===== config.mk =====
export PLATFORM = sky130hd
export DESIGN_NAME = repeating_interval_timer
export DESIGN_NICKNAME = d
export VERILOG_FILES = /design/src/rit_pkg.sv /design/src/rit_dp.sv /design/src/rit_ctrl.sv /design/src/repeating_interval_timer.sv
export SDC_FILE = /design/constraint.sdc
export NUM_CORES = 1
export LEC_CHECK = 0
export ABC_AREA = 1
export BUFFER_PORTS_ARGS = -buffer_cell sky130_fd_sc_hd__buf_2
export CAP_MARGIN = 10
export CORE_ASPECT_RATIO = 0.6
export CORE_MARGIN = 8
export CORE_UTILIZATION = 55
export CTS_BUF_LIST = sky130_fd_sc_hd__clkbuf_4 sky130_fd_sc_hd__clkbuf_8
export CTS_CLUSTER_DIAMETER = 30
export DETAILED_ROUTE_END_ITERATION = 16
export HOLD_SLACK_MARGIN = 0.05
export PLACE_DENSITY_LB_ADDON = 0.15
export SLEW_MARGIN = 30
export SYNTH_ARGS = -nofsm -noshare
export SYNTH_HDL_FRONTEND = slang
export SYNTH_HIERARCHICAL = 1
export SYNTH_SLANG_ARGS = --single-unit

===== constraint.sdc =====
create_clock -name clk -period 7.2 [get_ports clk]
set_input_delay 1.44 -clock clk [delete_from_list [all_inputs] [get_ports clk]]
set_output_delay 1.44 -clock clk [all_outputs]
set_load 0.02 [all_outputs]

===== src/rit_pkg.sv =====
// Shared types and constants for the repeating interval timer.
// Holds the item structs, command codes, status codes and the
// controller-to-datapath command and status bundles. No dependencies.
package rit_pkg;

  localparam int unsigned TIME_W  = 64;
  localparam int unsigned CNT_W   = 32;
  localparam int unsigned OP_W    = 3;
  localparam int unsigned ST_W    = 2;
  localparam int unsigned CFG_IDX_W = 1;
  localparam int unsigned DIV_CNT_W = 5;

  // Command codes carried by an input item.
  localparam logic [OP_W-1:0] OP_UPDATE = 3'd0;
  localparam logic [OP_W-1:0] OP_START  = 3'd1;
  localparam logic [OP_W-1:0] OP_STOP   = 3'd2;
  localparam logic [OP_W-1:0] OP_PAUSE  = 3'd3;
  localparam logic [OP_W-1:0] OP_RESUME = 3'd4;

  // Status codes reported with each result item.
  localparam logic [ST_W-1:0] ST_OK       = 2'd0;
  localparam logic [ST_W-1:0] ST_IDLE     = 2'd1;
  localparam logic [ST_W-1:0] ST_REANCHOR = 2'd2;
  localparam logic [ST_W-1:0] ST_DONE     = 2'd3;

  // Configuration register indexes.
  localparam logic [CFG_IDX_W-1:0] CFG_INTERVAL = 1'b0;
  localparam logic [CFG_IDX_W-1:0] CFG_LIMIT    = 1'b1;

  typedef struct packed {
    logic [OP_W-1:0]   operation;
    logic [TIME_W-1:0] now_time;
    logic              fire_callback;
  } rit_in_t;

  typedef struct packed {
    logic [ST_W-1:0]  status;
    logic             run_fired;
    logic [CNT_W-1:0] run_count;
    logic             over_fired;
    logic [CNT_W-1:0] count_now;
    logic             is_running;
  } rit_out_t;

  // Commands from the controller to the datapath.
  typedef struct packed {
    logic load;
    logic eval;
    logic div_init;
    logic div_step;
    logic apply;
  } rit_cmd_t;

  // Status from the datapath to the controller.
  typedef struct packed {
    logic need_div;
  } rit_stat_t;

endpackage


===== src/rit_dp.sv =====
// Datapath of the repeating interval timer: configuration and timer state,
// the captured item, a bit-serial restoring divider and the result register.
// Depends on rit_pkg.
module rit_dp (
  input  logic                          clk,
  input  logic                          rst_n,
  input  logic                          cfg_we,
  input  logic [rit_pkg::CFG_IDX_W-1:0] cfg_index,
  input  logic [rit_pkg::CNT_W-1:0]     cfg_wdata,
  input  rit_pkg::rit_in_t              in_data,
  input  rit_pkg::rit_cmd_t             cmd,
  output rit_pkg::rit_stat_t            stat,
  output rit_pkg::rit_out_t             out_data
);
  import rit_pkg::*;

  // Configuration registers.
  logic [CNT_W-1:0] interval_r;
  logic [CNT_W-1:0] limit_r;

  // Timer state.
  logic              running_r, running_nxt;
  logic              paused_r, paused_nxt;
  logic [CNT_W-1:0]  count_r, count_nxt;
  logic [TIME_W-1:0] anchor_r, anchor_nxt;

  // Captured item and evaluation results.
  rit_in_t           item_r;
  logic              rewound_r;
  logic              under_r;
  // Set when the decision cycle found at least one whole interval passed.
  logic              fire_r;

  // Divider: quotient shifts in from the dividend held in the same register.
  logic [CNT_W-1:0]  rem_r, rem_nxt;
  logic [CNT_W-1:0]  quo_r, quo_nxt;
  logic [CNT_W:0]    trial;

  rit_out_t          out_r, res;
  logic [CNT_W-1:0]  iv;
  logic [CNT_W-1:0]  delta;
  logic [CNT_W:0]    sum;

  // An interval of zero behaves as an interval of one.
  assign iv = (interval_r == '0) ? CNT_W'(1) : interval_r;

  // Elapsed time is the low word of the difference to the anchor.
  assign delta = CNT_W'(item_r.now_time - anchor_r);

  // After evaluation quo_r holds the elapsed time until the divide starts.
  assign stat.need_div = (item_r.operation == OP_UPDATE) && running_r && !paused_r &&
                         !rewound_r && under_r && (quo_r >= iv);

  // One restoring divide step.
  always_comb begin
    trial   = {rem_r, quo_r[CNT_W-1]} - {1'b0, iv};
    rem_nxt = trial[CNT_W] ? {rem_r[CNT_W-2:0], quo_r[CNT_W-1]} : trial[CNT_W-1:0];
    quo_nxt = {quo_r[CNT_W-2:0], ~trial[CNT_W]};
  end

  assign sum = {1'b0, count_r} + {1'b0, quo_r};

  // Next timer state and the result of the current item.
  always_comb begin
    running_nxt    = running_r;
    paused_nxt     = paused_r;
    count_nxt      = count_r;
    anchor_nxt     = anchor_r;
    res.status     = ST_OK;
    res.run_fired  = 1'b0;
    res.run_count  = '0;
    res.over_fired = 1'b0;
    case (item_r.operation)
      OP_UPDATE: begin
        if (!running_r) begin
          res.status = ST_IDLE;
        end else if (paused_r || rewound_r) begin
          anchor_nxt = item_r.now_time;
          res.status = ST_REANCHOR;
        end else if (under_r) begin
          if (fire_r) begin
            count_nxt     = sum[CNT_W] ? '1 : sum[CNT_W-1:0];
            anchor_nxt    = item_r.now_time;
            res.run_fired = 1'b1;
            res.run_count = quo_r;
          end
        end else begin
          running_nxt    = 1'b0;
          paused_nxt     = 1'b1;
          res.over_fired = 1'b1;
          res.status     = ST_DONE;
        end
      end
      OP_START: begin
        if (!running_r) begin
          running_nxt = 1'b1;
          paused_nxt  = 1'b0;
          count_nxt   = '0;
          anchor_nxt  = item_r.now_time;
          if (item_r.fire_callback) begin
            res.run_fired = 1'b1;
            res.run_count = CNT_W'(1);
          end
        end
      end
      OP_STOP: begin
        if (running_r) begin
          running_nxt    = 1'b0;
          paused_nxt     = 1'b1;
          res.over_fired = item_r.fire_callback;
        end
      end
      OP_PAUSE:  paused_nxt = 1'b1;
      OP_RESUME: paused_nxt = 1'b0;
      default: ;
    endcase
    res.count_now  = count_nxt;
    res.is_running = running_nxt;
  end

  // Configuration and timer state registers.
  always_ff @(posedge clk) begin
    if (!rst_n) begin
      interval_r <= CNT_W'(1);
      limit_r    <= '0;
      running_r  <= 1'b0;
      paused_r   <= 1'b0;
      count_r    <= '0;
      anchor_r   <= '0;
    end else begin
      if (cfg_we) begin
        unique case (cfg_index)
          CFG_INTERVAL: interval_r <= cfg_wdata;
          CFG_LIMIT:    limit_r    <= cfg_wdata;
          default: ;
        endcase
      end
      if (cmd.apply) begin
        running_r <= running_nxt;
        paused_r  <= paused_nxt;
        count_r   <= count_nxt;
        anchor_r  <= anchor_nxt;
      end
    end
  end

  // Item capture, evaluation, divider and result payload.
  always_ff @(posedge clk) begin
    if (cmd.load) begin
      item_r <= in_data;
    end
    if (cmd.eval) begin
      rewound_r <= item_r.now_time < anchor_r;
      under_r   <= (limit_r == '0) || (count_r < limit_r);
      quo_r     <= delta;
    end
    if (cmd.div_init) begin
      rem_r  <= '0;
      fire_r <= stat.need_div;
    end
    if (cmd.div_step) begin
      rem_r <= rem_nxt;
      quo_r <= quo_nxt;
    end
    if (cmd.apply) begin
      out_r <= res;
    end
  end

  assign out_data = out_r;

endmodule


===== src/rit_ctrl.sv =====
// Controller of the repeating interval timer: sequences capture, evaluation,
// the serial divide and the commit, and owns both handshakes.
// Depends on rit_pkg.
module rit_ctrl (
  input  logic               clk,
  input  logic               rst_n,
  input  logic               in_valid,
  output logic               in_stall,
  output logic               out_valid,
  input  logic               out_stall,
  input  rit_pkg::rit_stat_t stat,
  output rit_pkg::rit_cmd_t  cmd
);
  import rit_pkg::*;

  typedef enum logic [2:0] {
    S_IDLE,
    S_EVAL,
    S_DECIDE,
    S_DIV,
    S_APPLY
  } state_t;

  state_t               state_r, state_nxt;
  logic [DIV_CNT_W-1:0] div_cnt_r, div_cnt_nxt;
  logic                 out_valid_r, out_valid_nxt;
  logic                 out_free;
  logic                 div_last;

  assign in_stall = (state_r != S_IDLE);
  assign out_free = !out_valid_r || !out_stall;
  assign div_last = (div_cnt_r == '1);

  // Command decode and next state.
  always_comb begin
    cmd           = '0;
    state_nxt     = state_r;
    div_cnt_nxt   = div_cnt_r;
    out_valid_nxt = out_valid_r && out_stall;
    unique case (state_r)
      S_IDLE: begin
        if (in_valid) begin
          cmd.load  = 1'b1;
          state_nxt = S_EVAL;
        end
      end
      S_EVAL: begin
        cmd.eval  = 1'b1;
        state_nxt = S_DECIDE;
      end
      S_DECIDE: begin
        cmd.div_init = 1'b1;
        div_cnt_nxt  = '0;
        state_nxt    = stat.need_div ? S_DIV : S_APPLY;
      end
      S_DIV: begin
        cmd.div_step = 1'b1;
        div_cnt_nxt  = div_cnt_r + DIV_CNT_W'(1);
        if (div_last) begin
          state_nxt = S_APPLY;
        end
      end
      S_APPLY: begin
        if (out_free) begin
          cmd.apply     = 1'b1;
          out_valid_nxt = 1'b1;
          state_nxt     = S_IDLE;
        end
      end
      default: state_nxt = S_IDLE;
    endcase
  end

  // State and registered outputs.
  always_ff @(posedge clk) begin
    if (!rst_n) begin
      state_r     <= S_IDLE;
      div_cnt_r   <= '0;
      out_valid_r <= 1'b0;
    end else begin
      state_r     <= state_nxt;
      div_cnt_r   <= div_cnt_nxt;
      out_valid_r <= out_valid_nxt;
    end
  end

  assign out_valid = out_valid_r;

`ifndef SYNTH
  // An accepted item always moves on to evaluation.
  a_accept_eval: assert property (@(posedge clk) disable iff (!rst_n)
    (in_valid && !in_stall) |=> (state_r == S_EVAL))
    else $error("accepted item did not enter evaluation");

  // A new result appears only from a commit.
  a_rise_from_apply: assert property (@(posedge clk) disable iff (!rst_n)
    $rose(out_valid_r) |-> $past(state_r == S_APPLY))
    else $error("result valid raised outside commit");

  // The divide ends after its last step and goes to commit.
  a_div_end: assert property (@(posedge clk) disable iff (!rst_n)
    (state_r == S_DIV && div_last) |=> (state_r == S_APPLY))
    else $error("divide did not end in commit");

  // A waiting result is never overwritten by a commit.
  a_no_overwrite: assert property (@(posedge clk) disable iff (!rst_n)
    cmd.apply |-> (!out_valid_r || !out_stall))
    else $error("commit while result still waits");
`endif

endmodule


===== src/repeating_interval_timer.sv =====
// Top level of the repeating interval timer: controller plus datapath.
// Depends on rit_pkg, rit_ctrl and rit_dp.
//
// One item is processed at a time. An update that fires a run goes through
// capture, evaluation, decision, 32 steps of the bit-serial restoring divider
// that splits elapsed time into whole intervals, and a commit. Every other
// item skips the divide. The result register lets a new item be accepted while
// the previous result still waits to be taken; a commit waits only when that
// register is still full. Configuration is written through cfg_we, cfg_index and
// cfg_wdata, by the user only while idle; the block does not enforce this.
module repeating_interval_timer (
  input  logic                          clk,
  input  logic                          rst_n,
  input  logic                          cfg_we,
  input  logic [rit_pkg::CFG_IDX_W-1:0] cfg_index,
  input  logic [rit_pkg::CNT_W-1:0]     cfg_wdata,
  input  logic                          in_valid,
  output logic                          in_stall,
  input  rit_pkg::rit_in_t              in_data,
  output logic                          out_valid,
  input  logic                          out_stall,
  output rit_pkg::rit_out_t             out_data
);
  import rit_pkg::*;

  rit_cmd_t  cmd;
  rit_stat_t stat;

  rit_ctrl u_ctrl (
    .clk       (clk),
    .rst_n     (rst_n),
    .in_valid  (in_valid),
    .in_stall  (in_stall),
    .out_valid (out_valid),
    .out_stall (out_stall),
    .stat      (stat),
    .cmd       (cmd)
  );

  rit_dp u_dp (
    .clk       (clk),
    .rst_n     (rst_n),
    .cfg_we    (cfg_we),
    .cfg_index (cfg_index),
    .cfg_wdata (cfg_wdata),
    .in_data   (in_data),
    .cmd       (cmd),
    .stat      (stat),
    .out_data  (out_data)
  );

endmodule


# After elaboration in Yosys (flattened, before gate mapping)
# Cells that the tools add are included.
# Widths: inputs -> output; s select.
[classes]
addsub = 4
n_eq_ne = 19
order_cmp = 3
n_reduce_logical = 29
bitwise_logic = 2
n_mux = 57
[ops]
columns = ["cell", "n"]
rows = [
  ["$mux 32", 12],
  ["$mux 64", 5],
  ["$mux 33", 4],
  ["$pmux 64 s2", 1],
  ["$mux 34", 2],
  ["$pmux 33 s2", 1],
  ["$logic_not 32->1", 2],
  ["$lt 64x64->1", 1],
  ["$pmux 32 s2", 1],
  ["$add 32x32->33", 1],
  ["$sub 33x32->33", 1],
  ["$ge 32x32->1", 1],
  ["$lt 32x32->1", 1],
  ["$sub 32x32->32", 1],
  ["$mux 1", 20],
  ["$pmux 3 s5", 1],
  ["$eq 3x2->1 const B", 4],
  ["$mux 3", 4],
  ["$pmux 5 s2", 1],
  ["$ne 2x1->1 const B", 4],
  ["$ne 2x2->1 const B", 4],
  ["$reduce_bool 2->1", 4],
  ["$reduce_and 7->1", 1],
  ["$eq 3x1->1 const B", 2],
  ["18 further kinds", 35],
]
[totals]
wordCells = 138
register_bits = 375

# Logic depth before layout (Yosys ltp)
[logic_depth]
depth_word = 8
depth_mapped = 19

# By module
# Netlist, hierarchy kept.
[modules_own_cells]
columns = ["mod", "cells_per_inst", "n_inst", "area_per_inst_um2"]
rows = [
  ["rit_dp", 3045, 1, 22968.3],
  ["rit_ctrl", 67, 1, 478.0],
]

# Worst setup path after synthesis
# No wires, ideal clock.
[synth_path]
path_kind = "input to register"
from = "input out_stall"
to = "register u_dp.anchor_r[49]"
path_buffers = 3
arrival_time_ns = 5.587
path_slack_ns = 1.494
required_time_ns = 7.081
stages = 11
setup_ns = 0.119
cell_sequence = "nand2_1 -> inv_1 -> nor2_1 -> clkbuf_1 -> inv_1 -> a31oi_1 -> nand2_1 -> buf_4 -> buf_4 -> o21ai_1 -> a21oi_1"
[synth_rtl]
columns = ["item", "line_no", "text"]
rows = [
  ["start, declared", "repeating_interval_timer.sv:21", "input logic out_stall,"],
  ["end signal, assigned", "rit_dp.sv:142", "anchor_r <= anchor_nxt;"],
  ["end, declared", "rit_dp.sv:25", "logic [TIME_W-1:0] anchor_r, anchor_nxt;"],
]

# Worst setup path after layout
[layout_path]
from = "register u_dp.interval_r[28]"
to = "register u_dp.quo_r[0] (data pin)"
[layout_via]
elab_chain_len = 5
[layout_lines]
columns = ["item", "line_no", "text"]
rows = [
  ["start, declared", "rit_dp.sv:18", "logic [CNT_W-1:0] interval_r;"],
  ["start signal, assigned", "rit_dp.sv:133", "CFG_INTERVAL: interval_r <= cfg_wdata;"],
  ["$logic_not 32->1", "rit_dp.sv:45", "assign iv = (interval_r == '0) ? CNT_W'(1) : interval_r;"],
  ["$mux 32 (*)", "rit_dp.sv:45", ""],
  ["$sub 33x32->33 (*)", "rit_dp.sv:56", "trial = {rem_r, quo_r[CNT_W-1]} - {1'b0, iv};"],
  ["$not 1->1 (*)", "rit_dp.sv:58", "quo_nxt = {quo_r[CNT_W-2:0], ~trial[CNT_W]};"],
  ["$mux 32 (*)", "rit_dp.sv:161", "if (cmd.div_step) begin"],
  ["end signal, assigned", "rit_dp.sv:155", "quo_r <= delta;"],
  ["end signal, assigned", "rit_dp.sv:163", "quo_r <= quo_nxt;"],
  ["end, declared", "rit_dp.sv:36", "logic [CNT_W-1:0] quo_r, quo_nxt;"],
]
# Mark *: on every way between the ends. The rest lies on a longest branch, timed or not.
# A chain may end at the register's enable or synchronous reset.

==> flow_summary.json <==
{
  "clock.fmax_mhz": 254.6,
  "die_width_microns": 282.6,
  "wirelength_mm": 74.57,
  "rr_startpoint": "u_dp/interval_r[28]$_SDFFE_PN0P_",
  "post_cts_resized": 0,
  "swShare": 0.4074,
  "insertedDiodeCount": 0,
  "clock_sinks": 375,
  "required_ns": 7.67,
  "via_per_inst": 5.579,
  "pwr-share-clk": 0.276,
  "post-route-min-period_ns": 3.927,
  "placed_cell_area_sq_mm": 0.02476,
  "root_buffer": "clkbuf_8",
  "grt_usage": 0.2893,
  "setup_tns_ns": 0,
  "ys_seq_area_frac": 0.4073,
  "slew_viol_final": 0,
  "finalSetupViolCount": 0,
  "yosysWarnings": 6,
  "yosysMostFrequentCell": "nand2_1",
  "syn_avg_cell_area_sq_um": 7.534,
  "via_count": 21831,
  "worstHoldStart": "u_dp/anchor_r[26]$_SDFFE_PN0P_",
  "area_delta_synth_final_pct": 12.41,
  "drc": 0,
  "power_mw": 8.557,
  "worst_pin_slew_ns": 1.103,
  "p_sw_mw": 3.486,
  "final_antenna_net_count": 0,
  "clock_path_buffers": 3,
  "critPathCaptureType": "register",
  "numCtsBuffers": 68,
  "crit_type": "reg2reg",
  "synth_area_leaders": "edfxtp_1 26%, dfxtp_1 15%, nand2_1 11%",
  "netlist_instances": 3112,
  "p_leak_nw": 12.18,
  "chipHeight_microns": 175.9,
  "synth_cell_types": 49,
  "io_pins": 177,
  "crit_path_cell_trace": "nor4_1, nand4_1, o21bai_1, ha_1, fa_1, o21ai_2, nand2_1, nand2_2, nand2_1, nand2b_4, nand2_2, nand3_1, buf_4, nand2_1, nand2_1, o21ai_0",
  "rows": 58,
  "antenna_found_initial": 0,
  "synth_compound_area_frac": 0.1471,
  "cap_viol_max_count": 0,
  "power.internal_mw": 5.071,
  "initial_core_util": 0.5590,
  "nets": 3589,
  "synth.top_cells.by_count": "681 x nand2_1, 508 x inv_1, 326 x a21oi_1",
  "synth_top_cell_area_share": 0.2613,
  "relSlewSlack": 0.2566,
  "ir_drop_mv": 0.2931,
  "muxShareOfSynthArea": 0,
  "wl_per_cell_microns": 19.06,
  "ctsHtreeMaxLevel": 3,
  "synthXorXnorAreaFrac": 0.01494,
  "crit_path_max_incr_delay_ns": 0.53,
  "finalWorstSetupSlack_ns": 3.273,
  "post-synth-top-area-cell": "edfxtp_1",
  "synth_top_family_by_area": "simple AND/OR/NAND/NOR gates",
  "pre_cts_slack_ns": 2.965,
  "multi_input_area_sq_mm": 0.01158,
  "port_buffers": 176,
  "grt_pass1_wl_mm": 112.4,
  "synth_edf_count": 204,
  "arrival_ns": 4.40,
  "cts_tree": "yes",
  "final_area_sq_mm": 0.02636,
  "syn_area_sq_mm": 0.02345,
  "cp-start-kind": "register",
  "overflow": 0,
  "seq_area_sq_mm": 0.009549,
  "finish.utilization": 0.6284,
  "grt_max_degree": 105,
  "hpwlAfterDp_mm": 58.12,
  "rsz0062_at_grt": "false",
  "drtIter0Drc": 2289,
  "synth_flop_cell": "edfxtp_1",
  "synth_adder_area_share": 0.1056,
  "path_common_cell": "nand2_1",
  "crit_path_start": "u_dp/interval_r[28]$_SDFFE_PN0P_",
  "layout-drive-gt1-share": 0.1107,
  "period_share": 0.5455,
  "clkLatencyLatePin_ns": 0.66,
  "outcome": "finished, final reports clean",
  "cp_slowest_cell": "nor4_1",
  "syn_nets": 3414,
  "synth-simple-area-share": 0.2254,
  "power_density_mw_per_mm2": 324.6,
  "holdBufCountCts": 0,
  "clkTransAtPathRegs_ns": 0.06,
  "ys_ff_latch": 375,
  "hold_viol_final": 0,
  "num-fill-cells": 3810,
  "skew_ns": 0.05521,
  "worstHoldPathType": "reg2reg",
  "pwr-share-comb": 0.366,
  "seqPwrFrac": 0.358,
  "worst-path-max-fanout": 19,
  "dr.pass1.iters": 6,
  "place_congestion": 1.018,
  "grt_pass1_vias": 20394,
  "async_reset_ff_frac": 0,
  "core_sq_mm": 0.04195,
  "postCtsSetupRepairBufs": 0,
  "dieArea_sq_mm": 0.04971
}
per-layer routing:
| metal | wire [microns] | track usage |
|---|---|---|
| met1 | 34780 | 0.4310 |
| met4 | 1988 | 0.08151 |
| met2 | 30220 | 0.4200 |
| met3 | 7580 | 0.06038 |
| met5 | 0 | 0 |
final timing paths:
path | endpoint | slack (ns) | cells past startpoint
worst min register to register | u_dp/anchor_r[26]$_SDFFE_PN0P_ | 0.46 | 2
worst max register to register | u_dp/quo_r[0]$_DFFE_PP_ | 3.27 | 16
worst max-delay path | u_dp/quo_r[0]$_DFFE_PP_ | 3.27 | 16
worst min-delay path | u_dp/anchor_r[26]$_SDFFE_PN0P_ | 0.46 | 2
worst max-delay path, delay by kind of cell, from the launching register on:
kind,cells,cell delay (ns)
adder cells (fa/ha/maj),2,0.49
AO/OA/AOI/OAI,3,0.57
buffers and inverters,1,0.43
AND/OR/NAND/NOR,10,1.93
flip-flops,1,0.32
power by group through the flow:
stage                     Sequential, mW  Combinational [mW]  Clock [mW]
after global placement              3.07                2.96           0
after detailed placement            3.08                3.05           0
after global routing                3.08                3.47        2.49
after floorplan                     2.97                2.12           0
after CTS                           3.04                3.06        2.41
final                               3.06                3.13        2.36
final cells by class:
class                           instances  share of cell area
Timing Repair Buffer                  187             0.03665
Clock inverter                         38             0.01771
Inverter                              520             0.07406
Multi-Input combinational cell       2135              0.4394
Tap cell                              570             0.02706
Clock buffer                           88             0.04287
Sequential cell                       375              0.3623
state kept, by name, indices dropped and copies added, names as in the netlist, 3 cells and up:
| signal | count |
|---|---|
| u_dp/anchor_r | 64 |
| u_dp/interval_r | 32 |
| u_dp/out_data | 69 |
| u_dp/rem_r | 32 |
| u_dp/item_r | 68 |
| u_ctrl/state_r | 3 |
| u_dp/quo_r | 32 |
| u_ctrl/div_cnt_r | 5 |
| u_dp/count_r | 32 |
| u_dp/limit_r | 32 |
kinds of logic after synthesis:
kind of cell,after synthesis
buf+inv,602
simple gates,1247
fa+ha+maj,196
flops,375
compound gates,652
xor+xnor,40
layout by cell type (no fill, tap or decap), types with 70 or more instances in the layout:
cell      synthesis  final
nand2_1         681    680
inv_1           508    507
a21oi_1         326    326
nor2_1          252    250
edfxtp_1        204    204
ha_1            193    193
o21ai_0         187    187
nand3_1         180    180
buf_2            19    175
dfxtp_1         171    171
clkbuf_8          0     75
o21ai_1          70     70
stage by stage:
step | hold slack [ns] | std cells
final | 0.4580 | 3913
after CTS | 0.4615 | 3913
after global placement | 0.4412 | 3787
after floorplan | 0.4289 | 3112
after detailed placement | 0.4527 | 3787
after global routing | 0.4783 | 3913
No activity file was read; power rests on OpenSTA's default activity.
